**config.mk**
```make
export PLATFORM = sky130hd
export DESIGN_NAME = stepper_trapezoid_pulse_generator_flat
export DESIGN_NICKNAME = d
export VERILOG_FILES = /design/src/rtl/stp_pkg.sv /design/src/rtl/stp_channels.sv /design/src/rtl/stepper_trapezoid_pulse_generator.sv /design/src/rtl/stp_divider.sv /design/src/rtl/stp_controller.sv /design/src/rtl/stp_datapath.sv /design/src/flat_wrapper.sv
export SDC_FILE = /design/constraint.sdc
export NUM_CORES = 1
export LEC_CHECK = 0
export BUFFER_PORTS_ARGS = -buffer_cell sky130_fd_sc_hd__buf_2
export CORE_MARGIN = 10
export CORE_UTILIZATION = 55
export CTS_BUF_LIST = sky130_fd_sc_hd__clkbuf_4 sky130_fd_sc_hd__clkbuf_8 sky130_fd_sc_hd__clkbuf_16
export DETAILED_ROUTE_END_ITERATION = 16
export PLACE_DENSITY_LB_ADDON = 0.1
export SYNTH_ARGS = -nofsm -noshare
export SYNTH_HDL_FRONTEND = slang
export SYNTH_SLANG_ARGS = --single-unit
```
**constraint.sdc**
```tcl
create_clock -name clk -period 15.76 [get_ports clk]
set_input_delay 1.576 -clock clk [delete_from_list [all_inputs] [get_ports clk]]
set_output_delay 1.576 -clock clk [all_outputs]
set_load 0.01 [all_outputs]
```
**src/rtl/stp_pkg.sv**
```systemverilog
// Shared types and constants of the trapezoidal stepper pulse generator.
// Used by the channel interfaces, the controller, the datapath and the top level.
// Depends on nothing else.
package stp_pkg;

	// Field and register widths.
	localparam int STEPS_W    = 24;
	localparam int RPM_W      = 10;
	localparam int TARGET_W   = 16;
	localparam int PERIOD_W   = 18;
	localparam int CFG_DATA_W = 16;

	// Defaults of the top-level parameters.
	localparam int COUNT_WIDTH_DEF    = 24;
	localparam int RAMP_STEPS_MAX_DEF = 1600;

	// A short ramp is one third of the move, which fits in this many bits.
	localparam int RAMP_FLOOR_W = 11;

	// Reset values of the configuration registers.
	localparam int RPM_RESET        = 20;
	localparam int MIN_PERIOD_RESET = 800;

	// Pulse timing.
	localparam int HIGH_TICKS    = 3;
	localparam int MIN_PERIOD    = 5;
	localparam int PERIOD_FLOOR  = 10;
	localparam int RPM_DIVIDEND  = 37500;
	localparam int START_SHIFT   = 2;
	localparam int RAMP_SPLIT    = 6000;

	// Division by three of a count below the ramp split, by reciprocal.
	localparam int DIV3_IN_W    = 13;
	localparam int DIV3_RECIP_W = 17;
	localparam int DIV3_RECIP   = 43691;
	localparam int DIV3_SHIFT   = 17;

	typedef enum logic [1:0] {
		PH_IDLE   = 2'd0,
		PH_UP     = 2'd1,
		PH_CRUISE = 2'd2,
		PH_DOWN   = 2'd3
	} phase_t;

	typedef enum logic {
		CFG_MOTOR_RPM  = 1'b0,
		CFG_MIN_PERIOD = 1'b1
	} cfg_reg_t;

	typedef enum logic {
		DIV_TARGET = 1'b0,
		DIV_PERIOD = 1'b1
	} div_sel_t;

	typedef enum logic [2:0] {
		ST_IDLE,
		ST_EVAL,
		ST_TDIV,
		ST_MUL,
		ST_DSTART,
		ST_PDIV,
		ST_PUSH
	} ctl_state_t;

	// Commands from the controller to the datapath.
	typedef struct packed {
		logic     item_load;
		logic     eval;
		logic     div_start;
		div_sel_t div_sel;
		logic     tgt_load;
		logic     mul_load;
		logic     period_load;
		logic     out_load;
	} ctl_cmd_t;

	// Status from the datapath to the controller.
	typedef struct packed {
		logic start_ok;
		logic need_div;
		logic div_done;
	} ctl_sts_t;

endpackage

```
**src/rtl/stp_channels.sv**
```systemverilog
// Valid/ready channel interfaces: command items, result items, register writes.
// Depends on stp_pkg.
interface stp_cmd_if;
	logic                        valid;
	logic                        ready;
	logic                        command;
	logic [stp_pkg::STEPS_W-1:0] move_steps;
	logic                        direction;

	modport source(output valid, command, move_steps, direction, input ready);
	modport sink(input valid, command, move_steps, direction, output ready);
endinterface

interface stp_res_if;
	logic valid;
	logic ready;
	logic step_level;
	logic dir_level;
	logic enable_n;
	logic busy_res;
	logic move_done;

	modport source(output valid, step_level, dir_level, enable_n, busy_res, move_done,
		input ready);
	modport sink(input valid, step_level, dir_level, enable_n, busy_res, move_done,
		output ready);
endinterface

interface stp_cfg_if;
	logic                           valid;
	logic                           ready;
	stp_pkg::cfg_reg_t              index;
	logic [stp_pkg::CFG_DATA_W-1:0] data;

	modport source(output valid, index, data, input ready);
	modport sink(input valid, index, data, output ready);
endinterface

```
**src/rtl/stepper_trapezoid_pulse_generator.sv**
```systemverilog
// Top level of the trapezoidal stepper pulse generator.
// Depends on stp_pkg, stp_channels, stp_controller, stp_datapath and stp_divider.
//
// Usage:
//   cmd carries items: command 1 starts a move of move_steps microsteps in the
//   given direction, command 0 is one microsecond tick. Every item gives exactly
//   one result item on res with the step, direction and enable levels, busy and
//   the end-of-move flag. cfg writes motor_rpm (index 0) and min_period_us
//   (index 1) and is always ready; the user must see that it is written only
//   while the block is idle, which the block does not enforce. An item is taken
//   only when the previous one has left the datapath. A plain tick is evaluated,
//   then goes to the output register. A tick whose next step lies in a ramp also
//   passes the multiply and period division, and an accepted start the target
//   division, in a divider NUM_W = 18 + ramp width wide (29 at 1600 ramp steps).
//   Reset clears the move to idle and loads 20 rpm and an 800 tick floor.
//   A stalled receiver holds the result in the output register; one more item
//   is taken and worked on meanwhile, and it waits until the register frees.
module stepper_trapezoid_pulse_generator #(
	parameter int COUNT_WIDTH    = stp_pkg::COUNT_WIDTH_DEF,
	parameter int RAMP_STEPS_MAX = stp_pkg::RAMP_STEPS_MAX_DEF
) (
	input logic       clk,
	input logic       arst_n,
	stp_cmd_if.sink   cmd,
	stp_res_if.source res,
	stp_cfg_if.sink   cfg
);

	stp_pkg::ctl_cmd_t ctl_cmd;
	stp_pkg::ctl_sts_t ctl_sts;

	assign cfg.ready = 1'b1;

	stp_controller u_controller (
		.clk       (clk),
		.arst_n    (arst_n),
		.in_valid  (cmd.valid),
		.in_ready  (cmd.ready),
		.out_valid (res.valid),
		.out_ready (res.ready),
		.cmd       (ctl_cmd),
		.sts       (ctl_sts)
	);

	stp_datapath #(
		.COUNT_WIDTH    (COUNT_WIDTH),
		.RAMP_STEPS_MAX (RAMP_STEPS_MAX)
	) u_datapath (
		.clk            (clk),
		.arst_n         (arst_n),
		.cmd            (ctl_cmd),
		.sts            (ctl_sts),
		.item_command   (cmd.command),
		.item_steps     (cmd.move_steps),
		.item_direction (cmd.direction),
		.cfg_we         (cfg.valid),
		.cfg_index      (cfg.index),
		.cfg_data       (cfg.data),
		.step_level     (res.step_level),
		.dir_level      (res.dir_level),
		.enable_n       (res.enable_n),
		.busy_res       (res.busy_res),
		.move_done      (res.move_done)
	);

endmodule

```
**src/rtl/stp_divider.sv**
```systemverilog
// Restoring divider that produces one quotient bit per cycle.
// Depends on nothing; shared by the datapath for the cruise period and ramp periods.
module stp_divider #(
	parameter int NUM_W = 29,
	parameter int DEN_W = 11
) (
	input  logic             clk,
	input  logic             arst_n,
	input  logic             start,
	input  logic [NUM_W-1:0] dividend,
	input  logic [DEN_W-1:0] divisor,
	output logic [NUM_W-1:0] quotient,
	output logic             done
);

	localparam int CNT_W = $clog2(NUM_W + 1);

	logic [NUM_W-1:0] quot_q;
	logic [DEN_W-1:0] rem_q;
	logic [DEN_W-1:0] den_q;
	logic [CNT_W-1:0] cnt_q;
	logic             busy_q;
	logic             done_q;
	logic [DEN_W:0]   trial;
	logic             fits;

	// Shift in the next dividend bit and try the subtraction.
	assign trial = {rem_q, quot_q[NUM_W-1]};
	assign fits  = trial >= {1'b0, den_q};

	always_ff @(posedge clk or negedge arst_n) begin
		if (!arst_n) begin
			busy_q <= 1'b0;
			done_q <= 1'b0;
			cnt_q  <= '0;
		end else begin
			done_q <= 1'b0;
			if (start) begin
				busy_q <= 1'b1;
				cnt_q  <= CNT_W'(NUM_W);
			end else if (busy_q) begin
				cnt_q <= cnt_q - 1'b1;
				if (cnt_q == CNT_W'(1)) begin
					busy_q <= 1'b0;
					done_q <= 1'b1;
				end
			end
		end
	end

	// Quotient bits enter at the bottom as dividend bits leave at the top.
	always_ff @(posedge clk) begin
		if (start) begin
			quot_q <= dividend;
			rem_q  <= '0;
			den_q  <= divisor;
		end else if (busy_q) begin
			quot_q <= {quot_q[NUM_W-2:0], fits};
			rem_q  <= fits ? DEN_W'(trial - {1'b0, den_q}) : trial[DEN_W-1:0];
		end
	end

	assign quotient = quot_q;
	assign done     = done_q;

endmodule

```
**src/rtl/stp_controller.sv**
```systemverilog
// Sequencing state machine: takes an item, drives the datapath steps and
// hands the result to the output register. Depends on stp_pkg.
module stp_controller (
	input  logic              clk,
	input  logic              arst_n,
	input  logic              in_valid,
	output logic              in_ready,
	output logic              out_valid,
	input  logic              out_ready,
	output stp_pkg::ctl_cmd_t cmd,
	input  stp_pkg::ctl_sts_t sts
);

	stp_pkg::ctl_state_t state_q;
	stp_pkg::ctl_state_t state_d;
	logic                out_valid_q;

	// State register.
	always_ff @(posedge clk or negedge arst_n) begin
		if (!arst_n) begin
			state_q <= stp_pkg::ST_IDLE;
		end else begin
			state_q <= state_d;
		end
	end

	// Next state and datapath commands.
	always_comb begin
		state_d     = state_q;
		cmd         = '0;
		cmd.div_sel = stp_pkg::DIV_TARGET;
		in_ready    = 1'b0;
		unique case (state_q)
			stp_pkg::ST_IDLE: begin
				in_ready = 1'b1;
				if (in_valid) begin
					cmd.item_load = 1'b1;
					state_d       = stp_pkg::ST_EVAL;
				end
			end
			stp_pkg::ST_EVAL: begin
				cmd.eval = 1'b1;
				if (sts.start_ok) begin
					cmd.div_start = 1'b1;
					cmd.div_sel   = stp_pkg::DIV_TARGET;
					state_d       = stp_pkg::ST_TDIV;
				end else if (sts.need_div) begin
					state_d = stp_pkg::ST_MUL;
				end else begin
					state_d = stp_pkg::ST_PUSH;
				end
			end
			stp_pkg::ST_TDIV: begin
				if (sts.div_done) begin
					cmd.tgt_load = 1'b1;
					state_d      = stp_pkg::ST_PUSH;
				end
			end
			stp_pkg::ST_MUL: begin
				cmd.mul_load = 1'b1;
				state_d      = stp_pkg::ST_DSTART;
			end
			stp_pkg::ST_DSTART: begin
				cmd.div_start = 1'b1;
				cmd.div_sel   = stp_pkg::DIV_PERIOD;
				state_d       = stp_pkg::ST_PDIV;
			end
			stp_pkg::ST_PDIV: begin
				if (sts.div_done) begin
					cmd.period_load = 1'b1;
					state_d         = stp_pkg::ST_PUSH;
				end
			end
			stp_pkg::ST_PUSH: begin
				if (!out_valid_q || out_ready) begin
					cmd.out_load = 1'b1;
					state_d      = stp_pkg::ST_IDLE;
				end
			end
			default: begin
				state_d = stp_pkg::ST_IDLE;
			end
		endcase
	end

	// The output register holds its item until the receiver takes it.
	always_ff @(posedge clk or negedge arst_n) begin
		if (!arst_n) begin
			out_valid_q <= 1'b0;
		end else if (cmd.out_load) begin
			out_valid_q <= 1'b1;
		end else if (out_ready) begin
			out_valid_q <= 1'b0;
		end
	end

	assign out_valid = out_valid_q;

`ifndef SYNTHESIS
	// The divider only finishes while the controller waits for it.
	assert property (@(posedge clk) disable iff (!arst_n)
		sts.div_done |-> (state_q == stp_pkg::ST_TDIV || state_q == stp_pkg::ST_PDIV))
		else $error("divider finished outside a divide state");

	// Evaluation always follows an accepted item.
	assert property (@(posedge clk) disable iff (!arst_n)
		state_q == stp_pkg::ST_EVAL |-> $past(in_valid && in_ready))
		else $error("evaluation without an accepted item");

	// A waiting result item stays offered until the receiver takes it.
	assert property (@(posedge clk) disable iff (!arst_n)
		out_valid_q && !out_ready |=> out_valid_q)
		else $error("result item dropped while stalled");
`endif

endmodule

```
**src/rtl/stp_datapath.sv**
```systemverilog
// Move state, configuration registers, ramp arithmetic and the result registers.
// Depends on stp_pkg and stp_divider.
module stp_datapath #(
	parameter int COUNT_WIDTH    = stp_pkg::COUNT_WIDTH_DEF,
	parameter int RAMP_STEPS_MAX = stp_pkg::RAMP_STEPS_MAX_DEF
) (
	input  logic                           clk,
	input  logic                           arst_n,
	input  stp_pkg::ctl_cmd_t              cmd,
	output stp_pkg::ctl_sts_t              sts,
	input  logic                           item_command,
	input  logic [stp_pkg::STEPS_W-1:0]    item_steps,
	input  logic                           item_direction,
	input  logic                           cfg_we,
	input  stp_pkg::cfg_reg_t              cfg_index,
	input  logic [stp_pkg::CFG_DATA_W-1:0] cfg_data,
	output logic                           step_level,
	output logic                           dir_level,
	output logic                           enable_n,
	output logic                           busy_res,
	output logic                           move_done
);

	localparam int CW    = COUNT_WIDTH;
	localparam int RCLOG = $clog2(RAMP_STEPS_MAX + 1);
	localparam int RW    = (RCLOG > stp_pkg::RAMP_FLOOR_W) ? RCLOG : stp_pkg::RAMP_FLOOR_W;
	localparam int PW    = stp_pkg::PERIOD_W;
	localparam int TW    = stp_pkg::TARGET_W;
	localparam int NUM_W = PW + RW;
	localparam int D3_W  = stp_pkg::DIV3_IN_W + stp_pkg::DIV3_RECIP_W;

	// Configuration registers.
	logic [stp_pkg::RPM_W-1:0] rpm_q;
	logic [TW-1:0]             min_period_q;

	// Latched item.
	logic                        item_cmd_q;
	logic [stp_pkg::STEPS_W-1:0] item_steps_q;
	logic                        item_dir_q;

	// Move state.
	stp_pkg::phase_t phase_q;
	logic [CW-1:0]   step_q;
	logic [CW-1:0]   cruise_q;
	logic [RW-1:0]   ramp_q;
	logic [TW-1:0]   target_q;
	logic [PW-1:0]   start_q;
	logic [PW-1:0]   period_q;
	logic [PW-1:0]   tick_q;
	logic            dir_q;
	logic [NUM_W-1:0] product_q;

	// Pending result and output register.
	logic res_step_q, res_dir_q, res_busy_q, res_done_q;
	logic out_step_q, out_dir_q, out_busy_q, out_done_q;

	// Tick evaluation.
	logic [CW-1:0]   count;
	logic            running_tick;
	logic [PW-1:0]   tick_inc;
	logic            boundary;
	logic [CW-1:0]   step_set;
	stp_pkg::phase_t ph_set;
	logic            ended;
	logic            start_ok;
	logic            res_busy;

	// Start evaluation.
	logic [NUM_W-1:0] quotient;
	logic             div_done;
	logic [TW-1:0]    div_tgt;
	logic [TW-1:0]    tgt_a;
	logic [TW-1:0]    tgt;
	logic [PW-1:0]    start_p;
	logic [D3_W-1:0]  d3_prod;
	logic [RW-1:0]    ramp_a;
	logic [RW-1:0]    ramp;
	logic [CW-1:0]    cruise;

	// Ramp period arithmetic.
	logic [PW-1:0]    diff;
	logic [NUM_W-1:0] prod_c;
	logic [PW-1:0]    quot_p;
	logic [NUM_W-1:0] div_num;
	logic [RW-1:0]    div_den;

	assign count        = CW'(item_steps_q);
	assign running_tick = !item_cmd_q && (phase_q != stp_pkg::PH_IDLE);
	assign tick_inc     = tick_q + 1'b1;
	assign boundary     = tick_inc >= period_q;
	assign start_ok     = item_cmd_q && (phase_q == stp_pkg::PH_IDLE) && (count != '0)
		&& (rpm_q != '0);

	// Step completion: leave every phase that is finished or empty.
	always_comb begin
		ph_set   = phase_q;
		step_set = step_q + 1'b1;
		ended    = 1'b0;
		if (ph_set == stp_pkg::PH_UP && step_set >= CW'(ramp_q)) begin
			ph_set   = stp_pkg::PH_CRUISE;
			step_set = '0;
		end
		if (ph_set == stp_pkg::PH_CRUISE && step_set >= cruise_q) begin
			ph_set   = stp_pkg::PH_DOWN;
			step_set = '0;
		end
		if (ph_set == stp_pkg::PH_DOWN && step_set >= CW'(ramp_q)) begin
			ph_set   = stp_pkg::PH_IDLE;
			step_set = '0;
			ended    = 1'b1;
		end
	end

	// Busy after this item.
	always_comb begin
		priority if (start_ok) begin
			res_busy = 1'b1;
		end else if (running_tick && boundary) begin
			res_busy = ph_set != stp_pkg::PH_IDLE;
		end else begin
			res_busy = phase_q != stp_pkg::PH_IDLE;
		end
	end

	assign sts.start_ok = start_ok;
	assign sts.need_div = running_tick && boundary && !ended
		&& (ph_set != stp_pkg::PH_CRUISE);
	assign sts.div_done = div_done;

	// Cruise period from the speed, floored by the register and the hard minimum.
	assign div_tgt = quotient[TW-1:0];
	assign tgt_a   = (div_tgt < min_period_q) ? min_period_q : div_tgt;
	assign tgt     = (tgt_a < TW'(stp_pkg::PERIOD_FLOOR)) ? TW'(stp_pkg::PERIOD_FLOOR) : tgt_a;
	assign start_p = PW'(tgt) << stp_pkg::START_SHIFT;

	// Ramp length: a third of a short move, the fixed length otherwise, at most half.
	assign d3_prod = count[stp_pkg::DIV3_IN_W-1:0]
		* stp_pkg::DIV3_RECIP_W'(stp_pkg::DIV3_RECIP);
	assign ramp_a  = (count < CW'(stp_pkg::RAMP_SPLIT))
		? RW'(d3_prod[D3_W-1:stp_pkg::DIV3_SHIFT]) : RW'(RAMP_STEPS_MAX);
	assign ramp    = (CW'({ramp_a, 1'b0}) > count) ? RW'(count >> 1) : ramp_a;
	assign cruise  = count - CW'({ramp, 1'b0});

	// Linear ramp: offset = (start - target) * step / ramp.
	assign diff    = start_q - PW'(target_q);
	assign prod_c  = diff * step_q[RW-1:0];
	assign quot_p  = quotient[PW-1:0];
	assign div_num = (cmd.div_sel == stp_pkg::DIV_TARGET)
		? NUM_W'(stp_pkg::RPM_DIVIDEND) : product_q;
	assign div_den = (cmd.div_sel == stp_pkg::DIV_TARGET) ? RW'(rpm_q) : ramp_q;

	stp_divider #(
		.NUM_W(NUM_W),
		.DEN_W(RW)
	) u_divider (
		.clk      (clk),
		.arst_n   (arst_n),
		.start    (cmd.div_start),
		.dividend (div_num),
		.divisor  (div_den),
		.quotient (quotient),
		.done     (div_done)
	);

	// Configuration registers.
	always_ff @(posedge clk or negedge arst_n) begin
		if (!arst_n) begin
			rpm_q        <= stp_pkg::RPM_W'(stp_pkg::RPM_RESET);
			min_period_q <= TW'(stp_pkg::MIN_PERIOD_RESET);
		end else if (cfg_we) begin
			unique case (cfg_index)
				stp_pkg::CFG_MOTOR_RPM:  rpm_q        <= cfg_data[stp_pkg::RPM_W-1:0];
				stp_pkg::CFG_MIN_PERIOD: min_period_q <= cfg_data;
				default: ;
			endcase
		end
	end

	// Item, product and result registers.
	always_ff @(posedge clk) begin
		if (cmd.item_load) begin
			item_cmd_q   <= item_command;
			item_steps_q <= item_steps;
			item_dir_q   <= item_direction;
		end
		if (cmd.mul_load) begin
			product_q <= prod_c;
		end
		if (cmd.eval) begin
			res_step_q <= running_tick && (tick_q < PW'(stp_pkg::HIGH_TICKS));
			res_dir_q  <= start_ok ? item_dir_q : dir_q;
			res_busy_q <= res_busy;
			res_done_q <= running_tick && boundary && ended;
		end
		if (cmd.out_load) begin
			out_step_q <= res_step_q;
			out_dir_q  <= res_dir_q;
			out_busy_q <= res_busy_q;
			out_done_q <= res_done_q;
		end
	end

	// Move state.
	always_ff @(posedge clk or negedge arst_n) begin
		if (!arst_n) begin
			phase_q  <= stp_pkg::PH_IDLE;
			step_q   <= '0;
			cruise_q <= '0;
			ramp_q   <= '0;
			target_q <= '0;
			start_q  <= '0;
			period_q <= '0;
			tick_q   <= '0;
			dir_q    <= 1'b0;
		end else if (cmd.eval && running_tick) begin
			if (boundary) begin
				tick_q  <= '0;
				step_q  <= step_set;
				phase_q <= ph_set;
				if (ended) begin
					period_q <= '0;
				end else if (ph_set == stp_pkg::PH_CRUISE) begin
					period_q <= PW'(target_q);
				end
			end else begin
				tick_q <= tick_inc;
			end
		end else if (cmd.tgt_load) begin
			target_q <= tgt;
			start_q  <= start_p;
			ramp_q   <= ramp;
			cruise_q <= cruise;
			dir_q    <= item_dir_q;
			step_q   <= '0;
			tick_q   <= '0;
			if (ramp == '0) begin
				phase_q  <= stp_pkg::PH_CRUISE;
				period_q <= PW'(tgt);
			end else begin
				phase_q  <= stp_pkg::PH_UP;
				period_q <= start_p;
			end
		end else if (cmd.period_load) begin
			period_q <= (phase_q == stp_pkg::PH_UP) ? start_q - quot_p : PW'(target_q) + quot_p;
		end
	end

	assign step_level = out_step_q;
	assign dir_level  = out_dir_q;
	assign enable_n   = !out_busy_q;
	assign busy_res   = out_busy_q;
	assign move_done  = out_done_q;

`ifndef SYNTHESIS
	// A running move never has a period below the pulse minimum.
	assert property (@(posedge clk) disable iff (!arst_n)
		phase_q != stp_pkg::PH_IDLE |-> period_q >= PW'(stp_pkg::MIN_PERIOD))
		else $error("step period below minimum during a move");

	// The tick counter stays inside the current step.
	assert property (@(posedge clk) disable iff (!arst_n)
		phase_q != stp_pkg::PH_IDLE |-> tick_q < period_q)
		else $error("tick count beyond the step period");

	// Inside a ramp the step index is below the ramp length.
	assert property (@(posedge clk) disable iff (!arst_n)
		(phase_q == stp_pkg::PH_UP || phase_q == stp_pkg::PH_DOWN) |-> step_q < CW'(ramp_q))
		else $error("ramp step index out of range");
`endif

endmodule
```
**src/flat_wrapper.sv**
```systemverilog
// flat-port wrapper written by rule: the top's interface ports become plain ports
module stepper_trapezoid_pulse_generator_flat 
#(
	parameter int COUNT_WIDTH    = stp_pkg::COUNT_WIDTH_DEF,
	parameter int RAMP_STEPS_MAX = stp_pkg::RAMP_STEPS_MAX_DEF
)
  (clk, arst_n, cmd_valid, cmd_command, cmd_move_steps, cmd_direction, cmd_ready, res_valid, res_step_level, res_dir_level, res_enable_n, res_busy_res, res_move_done, res_ready, cfg_valid, cfg_index, cfg_data, cfg_ready);
  stp_cmd_if cmd_i ();
  stp_res_if res_i ();
  stp_cfg_if cfg_i ();
  input logic clk;
  input logic arst_n;
  input wire logic [$bits(cmd_i.valid)-1:0] cmd_valid;
  input wire logic [$bits(cmd_i.command)-1:0] cmd_command;
  input wire logic [$bits(cmd_i.move_steps)-1:0] cmd_move_steps;
  input wire logic [$bits(cmd_i.direction)-1:0] cmd_direction;
  output wire logic [$bits(cmd_i.ready)-1:0] cmd_ready;
  output wire logic [$bits(res_i.valid)-1:0] res_valid;
  output wire logic [$bits(res_i.step_level)-1:0] res_step_level;
  output wire logic [$bits(res_i.dir_level)-1:0] res_dir_level;
  output wire logic [$bits(res_i.enable_n)-1:0] res_enable_n;
  output wire logic [$bits(res_i.busy_res)-1:0] res_busy_res;
  output wire logic [$bits(res_i.move_done)-1:0] res_move_done;
  input wire logic [$bits(res_i.ready)-1:0] res_ready;
  input wire logic [$bits(cfg_i.valid)-1:0] cfg_valid;
  input wire logic [$bits(cfg_i.index)-1:0] cfg_index;
  input wire logic [$bits(cfg_i.data)-1:0] cfg_data;
  output wire logic [$bits(cfg_i.ready)-1:0] cfg_ready;
  assign cmd_i.valid = cmd_valid;
  assign cmd_i.command = cmd_command;
  assign cmd_i.move_steps = cmd_move_steps;
  assign cmd_i.direction = cmd_direction;
  assign cmd_ready = cmd_i.ready;
  assign res_valid = res_i.valid;
  assign res_step_level = res_i.step_level;
  assign res_dir_level = res_i.dir_level;
  assign res_enable_n = res_i.enable_n;
  assign res_busy_res = res_i.busy_res;
  assign res_move_done = res_i.move_done;
  assign res_i.ready = res_ready;
  assign cfg_i.valid = cfg_valid;
  assign cfg_i.index = cfg_index;
  assign cfg_i.data = cfg_data;
  assign cfg_ready = cfg_i.ready;
  stepper_trapezoid_pulse_generator #(.COUNT_WIDTH(COUNT_WIDTH), .RAMP_STEPS_MAX(RAMP_STEPS_MAX)) u_core (.clk(clk), .arst_n(arst_n), .cmd(cmd_i), .res(res_i), .cfg(cfg_i));
endmodule
```
==> metrics.md <==
| Metric | Value |
|---|---|
| Top Family by Delay on Critical Path | `compound AO/OA/AOI/OAI gates` |
| Seq/Total Area, Yosys | `26.2%` |
| Port-buffer cells | `54` |
| CP max FO | `9` |
| HPWL after DPL | `55.5 mm` |
| Worst Path Arrival | `11.13 ns` |
| Layout Skew | `approximately 0.033 ns` |
| Die area | `58500 sq um` |
| Total number of vias | `21800` |
| Final Hold Fails | `0` |
| Largest family of logic cells by synthesized area | `adder cells` |
| Least-Margin Pin Slew | `1.24 ns` |
| Minimum clock period | `10.71 ns` |
| F_max | `93.4 MHz` |
| Initial Utilization | `between 50% and 60%` |
| Post-synth top area cell | `fa_1` |
| DP Area | `~28000 sq um` |
| Core area | `approximately 49000 sq um` |
| RSZ-0062 raised after global routing | `false` |
| Commonest cells in the netlist | `383 x inv_1, 334 x nand2_1, 309 x ha_1` |
| Global-route wire length before repair | `117 mm` |
| GRT Util Overall | `24.3%` |
| Setup Fix Bufs, Post-CTS | `0` |
| Pins Over Slew Limit | `0` |
| Hold WC Path Type | `register to register` |
| P&R area growth vs syn | `6.91%` |
| Register bit total from synthesis | `265` |
| CP endpoint kind | `register` |
| Post_cts resized | `0` |
| Site row count | `~80` |
| DRC errors left | `0` |
| H-tree depth | `1` |
| Power density over the cells | `129 nW/um^2` |
| Max_cap viols | `0` |
| Drt wl/cell | `~19 um` |
| Top cells by area, synth | `fa_1 14%, ha_1 14%, dfrtp_1 14%, edfxtp_1 11%, inv_1 5.3%` |
| Status | `completed` |
| EDFF count, synth | `103` |
| Final Instance Area | `28900 sq um` |
| CTS tree | `yes` |
| XOR/XNOR share of the synthesized area | `4.11%` |
| R2R Path Start | `u_core.u_datapath.count[7]` |
| TritonCTS Sinks | `~270` |
| Synth warnings | `0` |
| Yosys top cell area share | `14.4%` |
| FF-to-FF setup slack | `between 5 and 6 ns` |
| Cell leakage power | `~0.014 uW` |
| Crit-path slowest cell | `o41ai_1` |
| Number of global-route vias before repair | `roughly 22000` |
| Setup Total Neg Slack | `0 ns` |
| Placer Congestion | `0.907` |
| Multiplexer share of the synthesized area | `2.15%` |
| Final WL | `71.4 mm` |
| Final Cycle Share | `68.0%` |
| Fin nets | `3562` |
| GRT Residual Overflow | `0` |
| DR iter-0 viols | `1538` |
| Top Ports | `56` |
| Yosys cell types | `95` |
| Count leader, synth | `inv_1` |
| Total CTS buffers | `30` |
| CP Launch Type | `register` |
| Die W | `between 200 and 250 um` |
| WP buf/inv | `4` |
| Top FF cell, synth | `dfrtp_1` |
| Pin count of the biggest net entering global routing | `94` |
| Clock Pin Slew Worst Setup and Hold Paths | `0.06 ns` |
| Max VDD drop | `0.000121 V` |
| Simple-gate share of the synthesized area | `between 15 and 20%` |
| Cts hold-fix bufs | `0` |
| ANT nets after route | `0` |
| Pre-antenna DRT Iters | `5` |
| Stages on worst setup path | `36` |
| Syn Nets | `3565` |
| Die height | `242 um` |
| Synth async-reset ratio | `a little under three fifths` |
| Root Driver | `clkbuf_16` |
| Worst slew margin | `16.9%` |
| Adder-cell share of the synthesized area | `between 20% and 30%` |
| # setup viols final | `0` |
| Critical Path RT | `about 16 ns` |
| R2R Path End | `u_core.u_datapath.cruise_q[20]` |
| Clock Latency Late Sink | `0.61 ns` |
| Initial antenna violation count | `2` |
| CP endpoint | `u_core.u_datapath.cruise_q[20]` |
| Worst setup path class | `register to register` |
| Synthesized area per cell | `roughly 9.0 sq um` |
| CTS Buffer Depth | `3` |
| Crit path largest cell delay | `~0.86 ns` |
| Layout cell share with drive strength beyond 1 | `about 7.1%` |
| Mapped Cells | `between 3000 and 4000` |
| Synth Cell Area | `27100 sq um` |
| Vias per inst | `5.88` |
| Compound-Gate Fraction of Synth Area | `14.4%` |
| Worst Setup SP | `u_core.u_datapath.count[7]` |
| R2R depth | `36` |
[flip-flops by register name (all words and copies together), names as in the netlist, 18 cells and up]
name	flops
u_core.u_datapath.period_q	18
u_core.u_datapath.u_divider.quotient	29
u_core.u_datapath.product_q	29
u_core.u_datapath.step_q	24
u_core.u_datapath.cruise_q	24
u_core.u_datapath.count	24
u_core.u_datapath.tick_q	18
[placed cells by master (no fill, tap or decap), types with 13 or more instances in the layout]
cell,netlist,layout
xnor2_1,79,79
o21a_1,20,20
and3_1,25,25
edfxtp_1,103,103
a21oi_1,130,130
fa_1,195,195
and2_1,100,100
o21ai_0,182,182
a211oi_1,22,22
xor2_1,48,48
a21boi_0,13,13
a31oi_1,31,31
a21o_1,45,45
a22o_1,13,13
buf_4,6,36
o31ai_1,23,23
dfrtp_1,146,146
nor2b_1,23,23
nand2b_1,35,35
ha_1,309,309
or3_1,16,16
mux2i_1,20,20
nand2_1,334,334
nand4_1,32,32
buf_2,7,53
mux2_2,34,34
inv_1,383,383
nor2_1,189,189
a22oi_1,14,14
nor4_1,23,23
clkbuf_16,0,31
nor3_1,58,57
nand3_1,51,50
[report_power, final]
part	total (uW)	internal [uW]	switching (uW)
clock	704	404	300
combinational	2000	782	1220
sequential	1030	884	148
[per-layer routing]
layer / vias to the layer above / GRT usage, % / wire [um]
li1: 10300 / - / -
met1: 10800 / 32.3 / 31700
met2: 566 / 40.9 / 34300
met3: 128 / 2.60 / 3460
met4: 0 / 7.36 / 2000
met5: - / 0 / 0
[worst reg2reg max path: cells and delay by family, from the launching register on]
kind	cells	cell delay, ns
DFF	1	0.54
and+or+nand+nor	7	1.26
buffers and inverters	4	0.45
adders and majority gates	8	3.52
muxes	1	0.40
AOI/OAI and AO/OA	14	3.99
xor gates and xnor gates	2	0.39
[through the flow]
stage                     utilization (%)  cells  worst slack [ns]  hold slack (ns)  total power (uW)
after detailed placement             57.3   3642              5.16            0.423              3010
after CTS                            59.3   3698              5.12            0.405              3730
after floorplan                         -   3013              6.52            0.400              2450
final                                59.3   3700              5.05            0.410              3730
after global placement               57.3   3642              5.36            0.418              2970
after global routing                 59.3   3698              4.36            0.412              4030
[cells by family (layout without fill, tap and decap cells)]
kind of cell	Yosys count	after routing
buffers and inverters	509	530
and+or+nand+nor	948	948
AOI/OAI and AO/OA	605	605
xor gates and xnor gates	127	127
DFF	265	265
other	1	3
adders and majority gates	504	504
muxes	54	54
[worst min-delay path by stage]
| stage | start | end | slack (ns) | cells past startpoint |
|---|---|---|---|---|
| CTS | u_core.u_datapath.res_dir_q | u_core.u_datapath.dir_level | 0.41 | 0 |
| global placement | u_core.u_datapath.res_busy_q | u_core.u_datapath.busy_res | 0.42 | 0 |
| floorplan | u_core.u_datapath.res_busy_q | u_core.u_datapath.busy_res | 0.40 | 0 |
| global route | u_core.u_datapath.res_dir_q | u_core.u_datapath.dir_level | 0.41 | 0 |
| detailed placement | u_core.u_datapath.res_busy_q | u_core.u_datapath.busy_res | 0.42 | 0 |
| finish | u_core.u_datapath.res_dir_q | u_core.u_datapath.dir_level | 0.41 | 0 |
[layout make-up]
cell class,count,area (sq um)
inverter,384,1440
sequential,265,7100
timing repair buffer,90,547
fill,4373,19800
multi-input combinational,2239,18000
antenna,2,5.00
clock buffer,43,872
tap,664,831
clock inverter,13,120
Power figures use the tool's default switching activity.
